File: src/sv/tsc_pkg.sv
// shared types and constants of the taylor sine / cosine unit
package tsc_pkg;

   localparam int ANGLE_W    = 32;
   localparam int VALUE_W    = 40;
   localparam int TERMS_W    = 5;
   localparam int EPS_W      = 29;
   localparam int FRAC_W     = 28;
   localparam int X2_W       = 35;
   localparam int MAG_W      = 40;
   localparam int OPER_W     = 32;
   localparam int PROD_W     = 2 * OPER_W;
   localparam int ACC_W      = 76;
   localparam int QUO_W      = ACC_W - FRAC_W;
   localparam int K_W        = 7;
   localparam int DEN_W      = 13;
   localparam int DIV_STEP   = 4;
   localparam int DIV_CYCLES = QUO_W / DIV_STEP;
   localparam int PHASE_W    = 4;
   localparam int MUL_PARTS  = 4;

   localparam int CSR_ADDR_W = 3;
   localparam int CSR_DATA_W = 32;
   localparam int CSR_IDX_W  = 1;

   localparam logic [CSR_IDX_W-1:0] REG_MODE_COSINE = 1'b0;
   localparam logic [CSR_IDX_W-1:0] REG_EPSILON     = 1'b1;

   localparam logic [EPS_W-1:0] EPS_RESET  = 29'd26843546;
   localparam logic [MAG_W-1:0] ONE_Q28    = 40'd268435456;
   localparam logic [FRAC_W-1:0] HALF_Q28  = 28'd134217728;

   typedef enum logic [2:0] {
      MUL_SQUARE,
      MUL_LL,
      MUL_LH,
      MUL_HL,
      MUL_HH
   } mul_sel_type;

   typedef struct packed {
      logic        load;
      logic        mul_en;
      mul_sel_type mul_sel;
      logic        x2_load;
      logic        acc_en;
      logic        acc_first;
      mul_sel_type acc_sel;
      logic        div_en;
      logic        div_first;
      logic        update;
      logic        set_capped;
      logic        out_load;
   } cmd_type;

   typedef struct packed {
      logic ge_eps;
      logic at_cap;
   } status_type;

endpackage

File: src/sv/tsc_req_if.sv
// request channel carrying one angle per transaction
interface tsc_req_if;
   logic                               valid;
   logic                               ready;
   logic signed [tsc_pkg::ANGLE_W-1:0] angle;

   modport source (output valid, output angle, input ready);
   modport sink (input valid, input angle, output ready);
endinterface

File: src/sv/tsc_rsp_if.sv
// response channel carrying one series result per transaction
interface tsc_rsp_if;
   logic                               valid;
   logic                               ready;
   logic signed [tsc_pkg::VALUE_W-1:0] value;
   logic        [tsc_pkg::TERMS_W-1:0] terms_added;
   logic                               capped;

   modport source (output valid, output value, output terms_added, output capped, input ready);
   modport sink (input valid, input value, input terms_added, input capped, output ready);
endinterface

File: src/sv/taylor_sine_cosine_unit.sv
// taylor series sine / cosine unit: csr block, controller and datapath
// each term: products on the shared 32x32 multiplier, then the 4-bit-per-cycle divider
// one transaction at a time, up to MAX_TERMS terms added; a new request is taken only in idle
// reset: synchronous active high, clears control, mode_cosine to 0, epsilon to about 0.1
module taylor_sine_cosine_unit #(
   parameter int MAX_TERMS = 16
) (
   input  logic                               clock,
   input  logic                               reset,
   tsc_req_if.sink                            req_chan,
   tsc_rsp_if.source                          rsp_chan,
   input  logic                               psel,
   input  logic                               penable,
   input  logic                               pwrite,
   input  logic [tsc_pkg::CSR_ADDR_W-1:0]     paddr,
   input  logic [tsc_pkg::CSR_DATA_W-1:0]     pwdata,
   output logic [tsc_pkg::CSR_DATA_W-1:0]     prdata,
   output logic                               pready
);

   logic                          mode_cosine_ff, mode_cosine_in;
   logic [tsc_pkg::EPS_W-1:0]     epsilon_ff, epsilon_in;
   logic [tsc_pkg::CSR_IDX_W-1:0] csr_index;
   logic                          csr_write;
   tsc_pkg::cmd_type              cmd;
   tsc_pkg::status_type           status;

   assign pready    = 1'b1;
   assign csr_index = paddr[2 +: tsc_pkg::CSR_IDX_W];
   assign csr_write = psel && penable && pwrite && pready;

   always_comb begin
      mode_cosine_in = mode_cosine_ff;
      epsilon_in     = epsilon_ff;
      if (csr_write) begin
         case (csr_index)
            tsc_pkg::REG_MODE_COSINE: mode_cosine_in = pwdata[0];
            tsc_pkg::REG_EPSILON:     epsilon_in     = pwdata[tsc_pkg::EPS_W-1:0];
            default: begin
               mode_cosine_in = mode_cosine_ff;
            end
         endcase
      end
   end

   always_comb begin
      case (csr_index)
         tsc_pkg::REG_MODE_COSINE: prdata = tsc_pkg::CSR_DATA_W'(mode_cosine_ff);
         tsc_pkg::REG_EPSILON:     prdata = tsc_pkg::CSR_DATA_W'(epsilon_ff);
         default:                  prdata = '0;
      endcase
   end

   always_ff @(posedge clock) begin
      if (reset) begin
         mode_cosine_ff <= 1'b0;
         epsilon_ff     <= tsc_pkg::EPS_RESET;
      end else begin
         mode_cosine_ff <= mode_cosine_in;
         epsilon_ff     <= epsilon_in;
      end
   end

   tsc_controller u_controller (
      .clock     (clock),
      .reset     (reset),
      .req_valid (req_chan.valid),
      .req_ready (req_chan.ready),
      .rsp_valid (rsp_chan.valid),
      .rsp_ready (rsp_chan.ready),
      .status    (status),
      .cmd       (cmd)
   );

   tsc_datapath #(
      .MAX_TERMS (MAX_TERMS)
   ) u_datapath (
      .clock           (clock),
      .reset           (reset),
      .cmd             (cmd),
      .status          (status),
      .mode_cosine     (mode_cosine_ff),
      .epsilon         (epsilon_ff),
      .req_angle       (req_chan.angle),
      .rsp_value       (rsp_chan.value),
      .rsp_terms_added (rsp_chan.terms_added),
      .rsp_capped      (rsp_chan.capped)
   );

endmodule

File: src/sv/tsc_controller.sv
// state machine sequencing square, term product, division and sum update
module tsc_controller (
   input  logic                clock,
   input  logic                reset,
   input  logic                req_valid,
   output logic                req_ready,
   output logic                rsp_valid,
   input  logic                rsp_ready,
   input  tsc_pkg::status_type status,
   output tsc_pkg::cmd_type    cmd
);

   typedef enum logic [7:0] {
      ST_IDLE   = 8'b0000_0001,
      ST_SQUARE = 8'b0000_0010,
      ST_ROUND  = 8'b0000_0100,
      ST_CHECK  = 8'b0000_1000,
      ST_MULT   = 8'b0001_0000,
      ST_DIVIDE = 8'b0010_0000,
      ST_UPDATE = 8'b0100_0000,
      ST_FINISH = 8'b1000_0000
   } state_type;

   localparam logic [tsc_pkg::PHASE_W-1:0] PH_MUL_LAST =
      tsc_pkg::PHASE_W'(tsc_pkg::MUL_PARTS);
   localparam logic [tsc_pkg::PHASE_W-1:0] PH_DIV_LAST =
      tsc_pkg::PHASE_W'(tsc_pkg::DIV_CYCLES - 1);

   state_type                     state_ff, state_in;
   logic [tsc_pkg::PHASE_W-1:0]   phase_ff, phase_in;
   logic                          rsp_valid_ff, rsp_valid_in;

   always_comb begin
      cmd       = '0;
      state_in  = state_ff;
      phase_in  = phase_ff;
      req_ready = 1'b0;
      case (state_ff)
         ST_IDLE: begin
            req_ready = 1'b1;
            if (req_valid) begin
               cmd.load = 1'b1;
               state_in = ST_SQUARE;
            end
         end
         ST_SQUARE: begin
            cmd.mul_en  = 1'b1;
            cmd.mul_sel = tsc_pkg::MUL_SQUARE;
            state_in    = ST_ROUND;
         end
         ST_ROUND: begin
            cmd.x2_load = 1'b1;
            state_in    = ST_CHECK;
         end
         ST_CHECK: begin
            if (!status.ge_eps) begin
               state_in = ST_FINISH;
            end else if (status.at_cap) begin
               cmd.set_capped = 1'b1;
               state_in       = ST_FINISH;
            end else begin
               phase_in = '0;
               state_in = ST_MULT;
            end
         end
         ST_MULT: begin
            case (phase_ff)
               tsc_pkg::PHASE_W'(0): begin
                  cmd.mul_en  = 1'b1;
                  cmd.mul_sel = tsc_pkg::MUL_LL;
               end
               tsc_pkg::PHASE_W'(1): begin
                  cmd.mul_en    = 1'b1;
                  cmd.mul_sel   = tsc_pkg::MUL_LH;
                  cmd.acc_en    = 1'b1;
                  cmd.acc_first = 1'b1;
                  cmd.acc_sel   = tsc_pkg::MUL_LL;
               end
               tsc_pkg::PHASE_W'(2): begin
                  cmd.mul_en  = 1'b1;
                  cmd.mul_sel = tsc_pkg::MUL_HL;
                  cmd.acc_en  = 1'b1;
                  cmd.acc_sel = tsc_pkg::MUL_LH;
               end
               tsc_pkg::PHASE_W'(3): begin
                  cmd.mul_en  = 1'b1;
                  cmd.mul_sel = tsc_pkg::MUL_HH;
                  cmd.acc_en  = 1'b1;
                  cmd.acc_sel = tsc_pkg::MUL_HL;
               end
               default: begin
                  cmd.acc_en  = 1'b1;
                  cmd.acc_sel = tsc_pkg::MUL_HH;
               end
            endcase
            if (phase_ff == PH_MUL_LAST) begin
               phase_in = '0;
               state_in = ST_DIVIDE;
            end else begin
               phase_in = phase_ff + 1'b1;
            end
         end
         ST_DIVIDE: begin
            cmd.div_en    = 1'b1;
            cmd.div_first = (phase_ff == '0);
            if (phase_ff == PH_DIV_LAST) begin
               state_in = ST_UPDATE;
            end else begin
               phase_in = phase_ff + 1'b1;
            end
         end
         ST_UPDATE: begin
            cmd.update = 1'b1;
            state_in   = ST_CHECK;
         end
         ST_FINISH: begin
            if (!rsp_valid_ff || rsp_ready) begin
               cmd.out_load = 1'b1;
               state_in     = ST_IDLE;
            end
         end
         default: begin
            state_in = ST_IDLE;
         end
      endcase
   end

   always_comb begin
      rsp_valid_in = rsp_valid_ff;
      if (cmd.out_load) begin
         rsp_valid_in = 1'b1;
      end else if (rsp_ready) begin
         rsp_valid_in = 1'b0;
      end
   end

   always_ff @(posedge clock) begin
      if (reset) begin
         state_ff     <= ST_IDLE;
         phase_ff     <= '0;
         rsp_valid_ff <= 1'b0;
      end else begin
         state_ff     <= state_in;
         phase_ff     <= phase_in;
         rsp_valid_ff <= rsp_valid_in;
      end
   end

   assign rsp_valid = rsp_valid_ff;

`ifndef SYNTHESIS
   a_accept_starts_square: assert property (@(posedge clock) disable iff (reset)
      (req_valid && req_ready) |=> (state_ff == ST_SQUARE))
      else $error("accepted transaction did not start the square step");

   a_out_slot_free: assert property (@(posedge clock) disable iff (reset)
      cmd.out_load |-> (!rsp_valid_ff || rsp_ready))
      else $error("result register overwritten before it was taken");

   a_divide_ends_in_update: assert property (@(posedge clock) disable iff (reset)
      (state_ff == ST_DIVIDE && phase_ff == PH_DIV_LAST) |=> (state_ff == ST_UPDATE))
      else $error("division did not end in the update step");
`endif

endmodule

File: src/sv/tsc_datapath.sv
// shared multiplier, term accumulator, radix-16 divider and saturating sum
module tsc_datapath #(
   parameter int MAX_TERMS = 16
) (
   input  logic                               clock,
   input  logic                               reset,
   input  tsc_pkg::cmd_type                   cmd,
   output tsc_pkg::status_type                status,
   input  logic                               mode_cosine,
   input  logic        [tsc_pkg::EPS_W-1:0]   epsilon,
   input  logic signed [tsc_pkg::ANGLE_W-1:0] req_angle,
   output logic signed [tsc_pkg::VALUE_W-1:0] rsp_value,
   output logic        [tsc_pkg::TERMS_W-1:0] rsp_terms_added,
   output logic                               rsp_capped
);

   localparam int CNT_W = $clog2(MAX_TERMS + 1);
   localparam int SUM_W = tsc_pkg::VALUE_W + 2;
   localparam logic signed [SUM_W-1:0] SUM_MAX = SUM_W'(64'sd549755813887);
   localparam logic signed [SUM_W-1:0] SUM_MIN = -SUM_W'(64'sd549755813888);

   logic        [tsc_pkg::ANGLE_W-1:0] ax_ff;
   logic        [tsc_pkg::MAG_W-1:0]   mag_ff;
   logic                               neg_ff;
   logic signed [tsc_pkg::VALUE_W-1:0] sum_ff;
   logic        [CNT_W-1:0]            count_ff;
   logic                               capped_ff;
   logic        [tsc_pkg::X2_W-1:0]    x2_ff;
   logic        [tsc_pkg::PROD_W-1:0]  prod_ff;
   logic        [tsc_pkg::ACC_W-1:0]   acc_ff;
   logic        [tsc_pkg::DEN_W-1:0]   den_ff;
   logic        [tsc_pkg::DEN_W-1:0]   rem_ff;
   logic        [tsc_pkg::QUO_W-1:0]   quo_ff;
   logic signed [tsc_pkg::VALUE_W-1:0] out_value_ff;
   logic        [tsc_pkg::TERMS_W-1:0] out_terms_ff;
   logic                               out_capped_ff;

   logic        [tsc_pkg::ANGLE_W-1:0] abs_angle;
   logic        [tsc_pkg::MAG_W-1:0]   init_mag;
   logic                               init_neg;
   logic signed [tsc_pkg::VALUE_W-1:0] init_sum;
   logic        [tsc_pkg::OPER_W-1:0]  mul_a, mul_b;
   logic        [tsc_pkg::PROD_W-1:0]  prod_in;
   logic        [tsc_pkg::ACC_W-1:0]   acc_base, acc_term, acc_in;
   logic        [tsc_pkg::K_W-1:0]     k_half, k_val, k_next;
   logic        [tsc_pkg::DEN_W-1:0]   den_in;
   logic        [tsc_pkg::DEN_W-1:0]   rem_in;
   logic        [tsc_pkg::QUO_W-1:0]   quo_in;
   logic        [tsc_pkg::MAG_W-1:0]   new_mag;
   logic                               new_neg;
   logic signed [SUM_W-1:0]            sum_wide, mag_wide, sum_raw;
   logic signed [tsc_pkg::VALUE_W-1:0] new_sum;
   logic        [31:0]                 count_wide;
   logic        [tsc_pkg::TERMS_W-1:0] terms_sat;

   // initial term from the angle
   always_comb begin
      abs_angle = req_angle[tsc_pkg::ANGLE_W-1] ? (~req_angle + 1'b1) : req_angle;
      if (mode_cosine) begin
         init_mag = tsc_pkg::ONE_Q28;
         init_neg = 1'b0;
         init_sum = tsc_pkg::ONE_Q28;
      end else begin
         init_mag = tsc_pkg::MAG_W'(abs_angle);
         init_neg = req_angle[tsc_pkg::ANGLE_W-1];
         init_sum = init_neg ? -tsc_pkg::VALUE_W'(abs_angle)
                             : tsc_pkg::VALUE_W'(abs_angle);
      end
   end

   // shared 32x32 multiplier operand select
   always_comb begin
      case (cmd.mul_sel)
         tsc_pkg::MUL_SQUARE: begin
            mul_a = ax_ff;
            mul_b = ax_ff;
         end
         tsc_pkg::MUL_LL: begin
            mul_a = mag_ff[31:0];
            mul_b = x2_ff[31:0];
         end
         tsc_pkg::MUL_LH: begin
            mul_a = mag_ff[31:0];
            mul_b = tsc_pkg::OPER_W'(x2_ff[tsc_pkg::X2_W-1:32]);
         end
         tsc_pkg::MUL_HL: begin
            mul_a = tsc_pkg::OPER_W'(mag_ff[tsc_pkg::MAG_W-1:32]);
            mul_b = x2_ff[31:0];
         end
         tsc_pkg::MUL_HH: begin
            mul_a = tsc_pkg::OPER_W'(mag_ff[tsc_pkg::MAG_W-1:32]);
            mul_b = tsc_pkg::OPER_W'(x2_ff[tsc_pkg::X2_W-1:32]);
         end
         default: begin
            mul_a = '0;
            mul_b = '0;
         end
      endcase
      prod_in = tsc_pkg::PROD_W'(mul_a) * tsc_pkg::PROD_W'(mul_b);
   end

   // accumulator starts with the rounding half and half the divisor
   always_comb begin
      if (cmd.acc_first) begin
         acc_base = tsc_pkg::ACC_W'(tsc_pkg::HALF_Q28)
                  | (tsc_pkg::ACC_W'(den_ff >> 1) << tsc_pkg::FRAC_W);
      end else begin
         acc_base = acc_ff;
      end
      case (cmd.acc_sel)
         tsc_pkg::MUL_LL: acc_term = tsc_pkg::ACC_W'(prod_ff);
         tsc_pkg::MUL_LH: acc_term = tsc_pkg::ACC_W'(prod_ff) << 32;
         tsc_pkg::MUL_HL: acc_term = tsc_pkg::ACC_W'(prod_ff) << 32;
         tsc_pkg::MUL_HH: acc_term = tsc_pkg::ACC_W'(prod_ff) << 64;
         default:         acc_term = '0;
      endcase
      acc_in = acc_base + acc_term;
   end

   // divisor k * (k + 1)
   always_comb begin
      k_half = tsc_pkg::K_W'(count_ff) + 1'b1;
      k_val  = (k_half << 1) - tsc_pkg::K_W'(mode_cosine);
      k_next = k_val + 1'b1;
      den_in = tsc_pkg::DEN_W'(k_val) * tsc_pkg::DEN_W'(k_next);
   end

   // restoring divider, four quotient bits per cycle
   always_comb begin
      logic [tsc_pkg::DEN_W:0] trial;
      rem_in = cmd.div_first ? '0 : rem_ff;
      quo_in = cmd.div_first ? acc_ff[tsc_pkg::ACC_W-1:tsc_pkg::FRAC_W] : quo_ff;
      for (int j = 0; j < tsc_pkg::DIV_STEP; j++) begin
         trial = {rem_in, quo_in[tsc_pkg::QUO_W-1]};
         if (trial >= {1'b0, den_ff}) begin
            trial  = trial - {1'b0, den_ff};
            quo_in = {quo_in[tsc_pkg::QUO_W-2:0], 1'b1};
         end else begin
            quo_in = {quo_in[tsc_pkg::QUO_W-2:0], 1'b0};
         end
         rem_in = trial[tsc_pkg::DEN_W-1:0];
      end
   end

   // saturated term and saturating sum
   always_comb begin
      new_mag  = (|quo_ff[tsc_pkg::QUO_W-1:tsc_pkg::MAG_W]) ? '1
                                                             : quo_ff[tsc_pkg::MAG_W-1:0];
      new_neg  = ~neg_ff;
      sum_wide = SUM_W'(sum_ff);
      mag_wide = $signed({2'b00, new_mag});
      sum_raw  = new_neg ? (sum_wide - mag_wide) : (sum_wide + mag_wide);
      if (sum_raw > SUM_MAX) begin
         new_sum = tsc_pkg::VALUE_W'(SUM_MAX);
      end else if (sum_raw < SUM_MIN) begin
         new_sum = tsc_pkg::VALUE_W'(SUM_MIN);
      end else begin
         new_sum = sum_raw[tsc_pkg::VALUE_W-1:0];
      end
   end

   always_comb begin
      count_wide = 32'(count_ff);
      terms_sat  = (count_wide > 32'd31) ? '1 : count_wide[tsc_pkg::TERMS_W-1:0];
   end

   always_ff @(posedge clock) begin
      if (reset) begin
         count_ff  <= '0;
         capped_ff <= 1'b0;
      end else if (cmd.load) begin
         count_ff  <= '0;
         capped_ff <= 1'b0;
      end else begin
         if (cmd.update) begin
            count_ff <= count_ff + 1'b1;
         end
         if (cmd.set_capped) begin
            capped_ff <= 1'b1;
         end
      end
   end

   always_ff @(posedge clock) begin
      den_ff <= den_in;
      if (cmd.load) begin
         ax_ff  <= abs_angle;
         mag_ff <= init_mag;
         neg_ff <= init_neg;
         sum_ff <= init_sum;
      end else if (cmd.update) begin
         mag_ff <= new_mag;
         neg_ff <= new_neg;
         sum_ff <= new_sum;
      end
      if (cmd.mul_en) begin
         prod_ff <= prod_in;
      end
      if (cmd.x2_load) begin
         x2_ff <= tsc_pkg::X2_W'((prod_ff + tsc_pkg::PROD_W'(tsc_pkg::HALF_Q28))
                                 >> tsc_pkg::FRAC_W);
      end
      if (cmd.acc_en) begin
         acc_ff <= acc_in;
      end
      if (cmd.div_en) begin
         rem_ff <= rem_in;
         quo_ff <= quo_in;
      end
      if (cmd.out_load) begin
         out_value_ff  <= sum_ff;
         out_terms_ff  <= terms_sat;
         out_capped_ff <= capped_ff;
      end
   end

   assign status.ge_eps   = (mag_ff >= tsc_pkg::MAG_W'(epsilon));
   assign status.at_cap   = (count_ff >= CNT_W'(MAX_TERMS));
   assign rsp_value       = out_value_ff;
   assign rsp_terms_added = out_terms_ff;
   assign rsp_capped      = out_capped_ff;

`ifndef SYNTHESIS
   a_count_bounded: assert property (@(posedge clock) disable iff (reset)
      count_ff <= CNT_W'(MAX_TERMS))
      else $error("term count ran past the cap");

   a_capped_at_cap: assert property (@(posedge clock) disable iff (reset)
      capped_ff |-> (count_ff == CNT_W'(MAX_TERMS)))
      else $error("capped flag set below the cap");

   a_sign_flips: assert property (@(posedge clock) disable iff (reset)
      (cmd.update && !cmd.load) |=> (neg_ff != $past(neg_ff)))
      else $error("term sign did not alternate");

   a_remainder_below_divisor: assert property (@(posedge clock) disable iff (reset)
      (cmd.div_en && !cmd.div_first) |-> (rem_ff < den_ff))
      else $error("divider remainder not below divisor");
`endif

endmodule
File: src/flat_wrapper.sv
// flat-port wrapper written by rule: the top's interface ports become plain ports
module taylor_sine_cosine_unit_flat 
#(
   parameter int MAX_TERMS = 16
)
  (clock, reset, psel, penable, pwrite, paddr, pwdata, prdata, pready, req_chan_valid, req_chan_angle, req_chan_ready, rsp_chan_valid, rsp_chan_value, rsp_chan_terms_added, rsp_chan_capped, rsp_chan_ready);
  tsc_req_if req_chan_i ();
  tsc_rsp_if rsp_chan_i ();
  input  logic clock;
  input  logic reset;
  input  logic psel;
  input  logic penable;
  input  logic pwrite;
  input  logic [tsc_pkg::CSR_ADDR_W-1:0] paddr;
  input  logic [tsc_pkg::CSR_DATA_W-1:0] pwdata;
  output logic [tsc_pkg::CSR_DATA_W-1:0] prdata;
  output logic pready;
  input wire logic [$bits(req_chan_i.valid)-1:0] req_chan_valid;
  input wire logic [$bits(req_chan_i.angle)-1:0] req_chan_angle;
  output wire logic [$bits(req_chan_i.ready)-1:0] req_chan_ready;
  output wire logic [$bits(rsp_chan_i.valid)-1:0] rsp_chan_valid;
  output wire logic [$bits(rsp_chan_i.value)-1:0] rsp_chan_value;
  output wire logic [$bits(rsp_chan_i.terms_added)-1:0] rsp_chan_terms_added;
  output wire logic [$bits(rsp_chan_i.capped)-1:0] rsp_chan_capped;
  input wire logic [$bits(rsp_chan_i.ready)-1:0] rsp_chan_ready;
  assign req_chan_i.valid = req_chan_valid;
  assign req_chan_i.angle = req_chan_angle;
  assign req_chan_ready = req_chan_i.ready;
  assign rsp_chan_valid = rsp_chan_i.valid;
  assign rsp_chan_value = rsp_chan_i.value;
  assign rsp_chan_terms_added = rsp_chan_i.terms_added;
  assign rsp_chan_capped = rsp_chan_i.capped;
  assign rsp_chan_i.ready = rsp_chan_ready;
  taylor_sine_cosine_unit #(.MAX_TERMS(MAX_TERMS)) u_core (.clock(clock), .reset(reset), .req_chan(req_chan_i), .rsp_chan(rsp_chan_i), .psel(psel), .penable(penable), .pwrite(pwrite), .paddr(paddr), .pwdata(pwdata), .prdata(prdata), .pready(pready));
endmodule
File: config.mk
export PLATFORM = sky130hd
export DESIGN_NAME = taylor_sine_cosine_unit_flat
export DESIGN_NICKNAME = d
export VERILOG_FILES = /design/src/sv/tsc_pkg.sv /design/src/sv/tsc_req_if.sv /design/src/sv/tsc_rsp_if.sv /design/src/sv/taylor_sine_cosine_unit.sv /design/src/sv/tsc_controller.sv /design/src/sv/tsc_datapath.sv /design/src/flat_wrapper.sv
export SDC_FILE = /design/constraint.sdc
export NUM_CORES = 2
export LEC_CHECK = 0
export BUFFER_PORTS_ARGS = -buffer_cell sky130_fd_sc_hd__buf_2
export CAP_MARGIN = 10
export CORE_ASPECT_RATIO = 2
export CORE_MARGIN = 1.5
export CORE_UTILIZATION = 48
export CTS_CLUSTER_DIAMETER = 200
export DETAILED_ROUTE_END_ITERATION = 7
export PLACE_DENSITY = 0.66
export SYNTH_ARGS = -nofsm -noshare
export SYNTH_HDL_FRONTEND = slang
export SYNTH_SLANG_ARGS = --single-unit
File: constraint.sdc
create_clock -name clock -period 11.15 [get_ports clock]
set_input_delay 1.6725 -clock clock [delete_from_list [all_inputs] [get_ports clock]]
set_output_delay 1.6725 -clock clock [all_outputs]
set_load 0.05 [all_outputs]
==> results by group <==
Place
  – DP Wirelength: 210000 microns
  – Routability cong.: 1.07
  – DP Worst Slack: 0.172 ns
  – Placed Area: 69600 sq um
  – IO buf count: 145

Floorplanning
  – Die ar.: 138000 sq um
  – Io pins: 155
  – Core box area: 135000 sq um
  – Starting Density: 0.483
  – Die height: 525 microns
  – Die width: 264 microns
  – FP Rows: 191

Critical path
  – Worst R2R Setup Slack: 0.34 ns
  – Crit path arrival time: 11.16 ns
  – Reg2Reg Depth: 33
  – Setup crit end kind: register
  – Setup crit start: u_core.u_controller.phase_ff[0]
  – Crit path largest cell delay: 0.90 ns
  – CP max-delay cell: a22o_1
  – WP data required: 11.50 ns
  – Most common cell on crit path: fa_1
  – Crit path max fanout: 50
  – Crit path kind: reg -> reg
  – Critical R2R Capture: u_core.u_datapath.prod_ff[63]
  – Crit Reg-Reg Startpoint: u_core.u_controller.phase_ff[0]
  – Startpoint Class: register

Layout
  – FF+latch area: 13100 sq um
  – Fraction of layout cells with a size suffix above 1: 0.0852
  – Synth-to-Final Area Change: 9.07%
  – Multi-input logic area: 46800 sq um
  – Final instance area: 71200 sq um
  – Layout Nets: 8949
  – Filler instances: 12.7k

Clock tree
  – CTS tree: built
  – TritonCTS Buffers: 40
  – Clk_lat worst skew: 0.63 ns
  – Maximum root-to-sink buffer count: 3
  – CTS root buf: clkbuf_16
  – CTS H-tree lvls: 2
  – Hold-fix buffers at CTS: 0
  – Worst-path clk slew: 0.08 ns
  – Clk sinks: 456

Global route
  – Global-route wire length before repair: 375000 microns
  – Initial antenna violation count: 18
  – Vias in the first global route: 58.9k
  – Pin count of the biggest net entering global routing: 82
  – All-layer global routing usage: 0.373
  – Grt ovf: 0

Timing
  – Final-report hold violation count: 0
  – Rel. slew slack: 0.186
  – Slew @ Worst Pin: 1.22 ns
  – Final hold slack: 0.456 ns
  – Final setup margin: 0.336 ns
  – Setup TNS: 0 ns
  – Setup violators final: 0
  – Clk_skew: 0.0509 ns
  – Max-slew violations: 0
  – Final period utilization: 0.970
  – Max Clock Freq: 92.5 MHz
  – Final min period: 10.81 ns

Min path
  – Worst Hold Class: reg -> reg
  – Hold Path End: u_core.epsilon_ff[2]
  – Hold wc startpoint: u_core.epsilon_ff[2]
  – WHS Path Cells: 2

Synthesis
  – Syn Inst Count: 7309
  – Top FF cell, synth: edfxtp_1
  – Mean Syn Cell Area: 8.93 sq um
  – Synth cell types: 88
  – EDFF count, synth: 395
  – Post-synthesis sequential area ratio: 0.200
  – Post-synth ARST share: 0
  – Synth Register Bits: 456
  – Cell Area, Synth: 65300 sq um
  – Yosys synthesis warning count: 0

Status
  – Status: completed

Route
  – Initial DRC Count: 4237
  – Residual DRC: 0
  – Wire per inst: 27.8 microns
  – Drt total wl: 257000 microns
  – Via Count: 55.6k
  – Pre-Repair DR Iteration Count: 6
  – Post-route ant nets: 0
  – Vias/cell: 6.03

Run
  – Max_cap viols: 0
repair_timing:
| item | 4_1_cts | 5_1_grt |
|---|---|---|
| buffers inserted | 0 | 3 |
| endpoints found under the setup margin | 0 | 28 |
| gates resized for setup | 0 | 20 |
| endpoints found under the hold margin | 0 | 0 |
through the flow:
stage                     utilization  std cells
after floorplan                     -       7311
after global placement          0.515       9139
after detailed placement        0.515       9139
after CTS                       0.526       9210
after global routing            0.526       9221
final                           0.527       9226
worst max path at each step:
stage	slack, ns	depth (start not counted)	to
2_1_floorplan	0.24	49	u_core.u_datapath.rem_ff[10]
3_3_place_gp	0.32	38	u_core.u_datapath.prod_ff[63]
3_5_place_dp	0.17	48	u_core.u_datapath.rem_ff[9]
4_1_cts	0.09	48	u_core.u_datapath.rem_ff[9]
5_1_grt	-0.008	49	u_core.u_datapath.rem_ff[9]
6_report	0.34	33	u_core.u_datapath.prod_ff[63]
logic make-up (layout without fill, tap and decap cells):
logic type	after synthesis	after routing	share of synthesized area
compound gates	1218	1218	0.125
mux	45	45	0.00745
buf+inv	1490	1655	0.0861
fa+ha+maj	1428	1428	0.380
xor+xnor	329	329	0.0441
simple gates	2341	2341	0.157
other cells	2	17	0.000115
flops	456	456	0.200
Yosys cell counts (all sizes together), types with 23 or more instances:
cell type	instances	share of area
or3	31	0.0030
o21ai	242	0.019
nor2b	41	0.0039
a31oi	43	0.0041
a22o	93	0.012
nand2	1010	0.058
a21o	152	0.017
o311ai	25	0.0034
nor3	76	0.0059
or4	23	0.0029
fa	921	0.28
nand2b	34	0.0033
ha	507	0.097
clkbuf	339	0.019
o31ai	34	0.0039
dfxtp	61	0.019
a22oi	63	0.0072
a221o	36	0.0055
inv	1129	0.065
and2	135	0.013
nor2	718	0.041
or2	31	0.0030
o21a	35	0.0040
mux2	29	0.0050
o211ai	31	0.0036
o21bai	51	0.0059
nand4	65	0.0062
edfxtp	395	0.18
and3	33	0.0032
xnor2	225	0.030
nand3	80	0.0061
a21oi	283	0.022
xor2	104	0.014
sequential cells by signal (all words and copies together) (netlist names), 29 cells and up:
signal	cells
u_core.u_datapath.sum_ff	40
u_core.u_datapath.rsp_value	40
u_core.u_datapath.x2_ff	35
u_core.u_datapath.quo_ff	48
u_core.epsilon_ff	29
u_core.u_datapath.mag_ff	40
u_core.u_datapath.ax_ff	32
u_core.u_datapath.prod_ff	64
u_core.u_datapath.acc_ff	76
cells in the final DEF (no fill, tap or decap), drive strengths merged, types with 31 or more instances in the layout:
master  count
a21o      152
a21oi     283
a221o      36
a22o       93
a22oi      63
a31oi      43
and2      135
and3       33
buf       454
clkbuf     44
dfxtp      61
edfxtp    395
fa        921
ha        507
inv      1131
nand2    1010
nand2b     34
nand3      80
nand4      65
nor2      718
nor2b      41
nor3       76
o211ai     31
o21a       35
o21ai     242
o21bai     51
o31ai      34
or2        31
or3        31
xnor2     225
xor2      104
layout make-up:
class                   instances  share of cell area
multi-input cells            5365               0.657
clock buffers                  44              0.0147
inverters                    1130              0.0596
repair buffers                454              0.0486
well taps                    1737              0.0305
diodes                         13            0.000457
clock inverters                27             0.00566
flip-flops and latches        456               0.184
layer usage:
layer	vias to the layer above	GRT usage	routed length [microns]
li1	24100	-	-
met1	27800	0.348	77000
met2	2567	0.674	132000
met3	1138	0.0452	13900
met4	6	0.393	34000
met5	-	0	37
worst max-delay path: cells and delay by family (launching register included):
kind,cells,cell delay [ns]
buffers and inverters,8,1.28
AOI/OAI and AO/OA,11,2.98
and+or+nand+nor,4,0.93
adders and majority gates,10,4.85
DFF,1,0.42
Power is left out: the tool's default activity adds up to more than one toggle a clock period on the data nets, which glitch-free logic cannot reach.
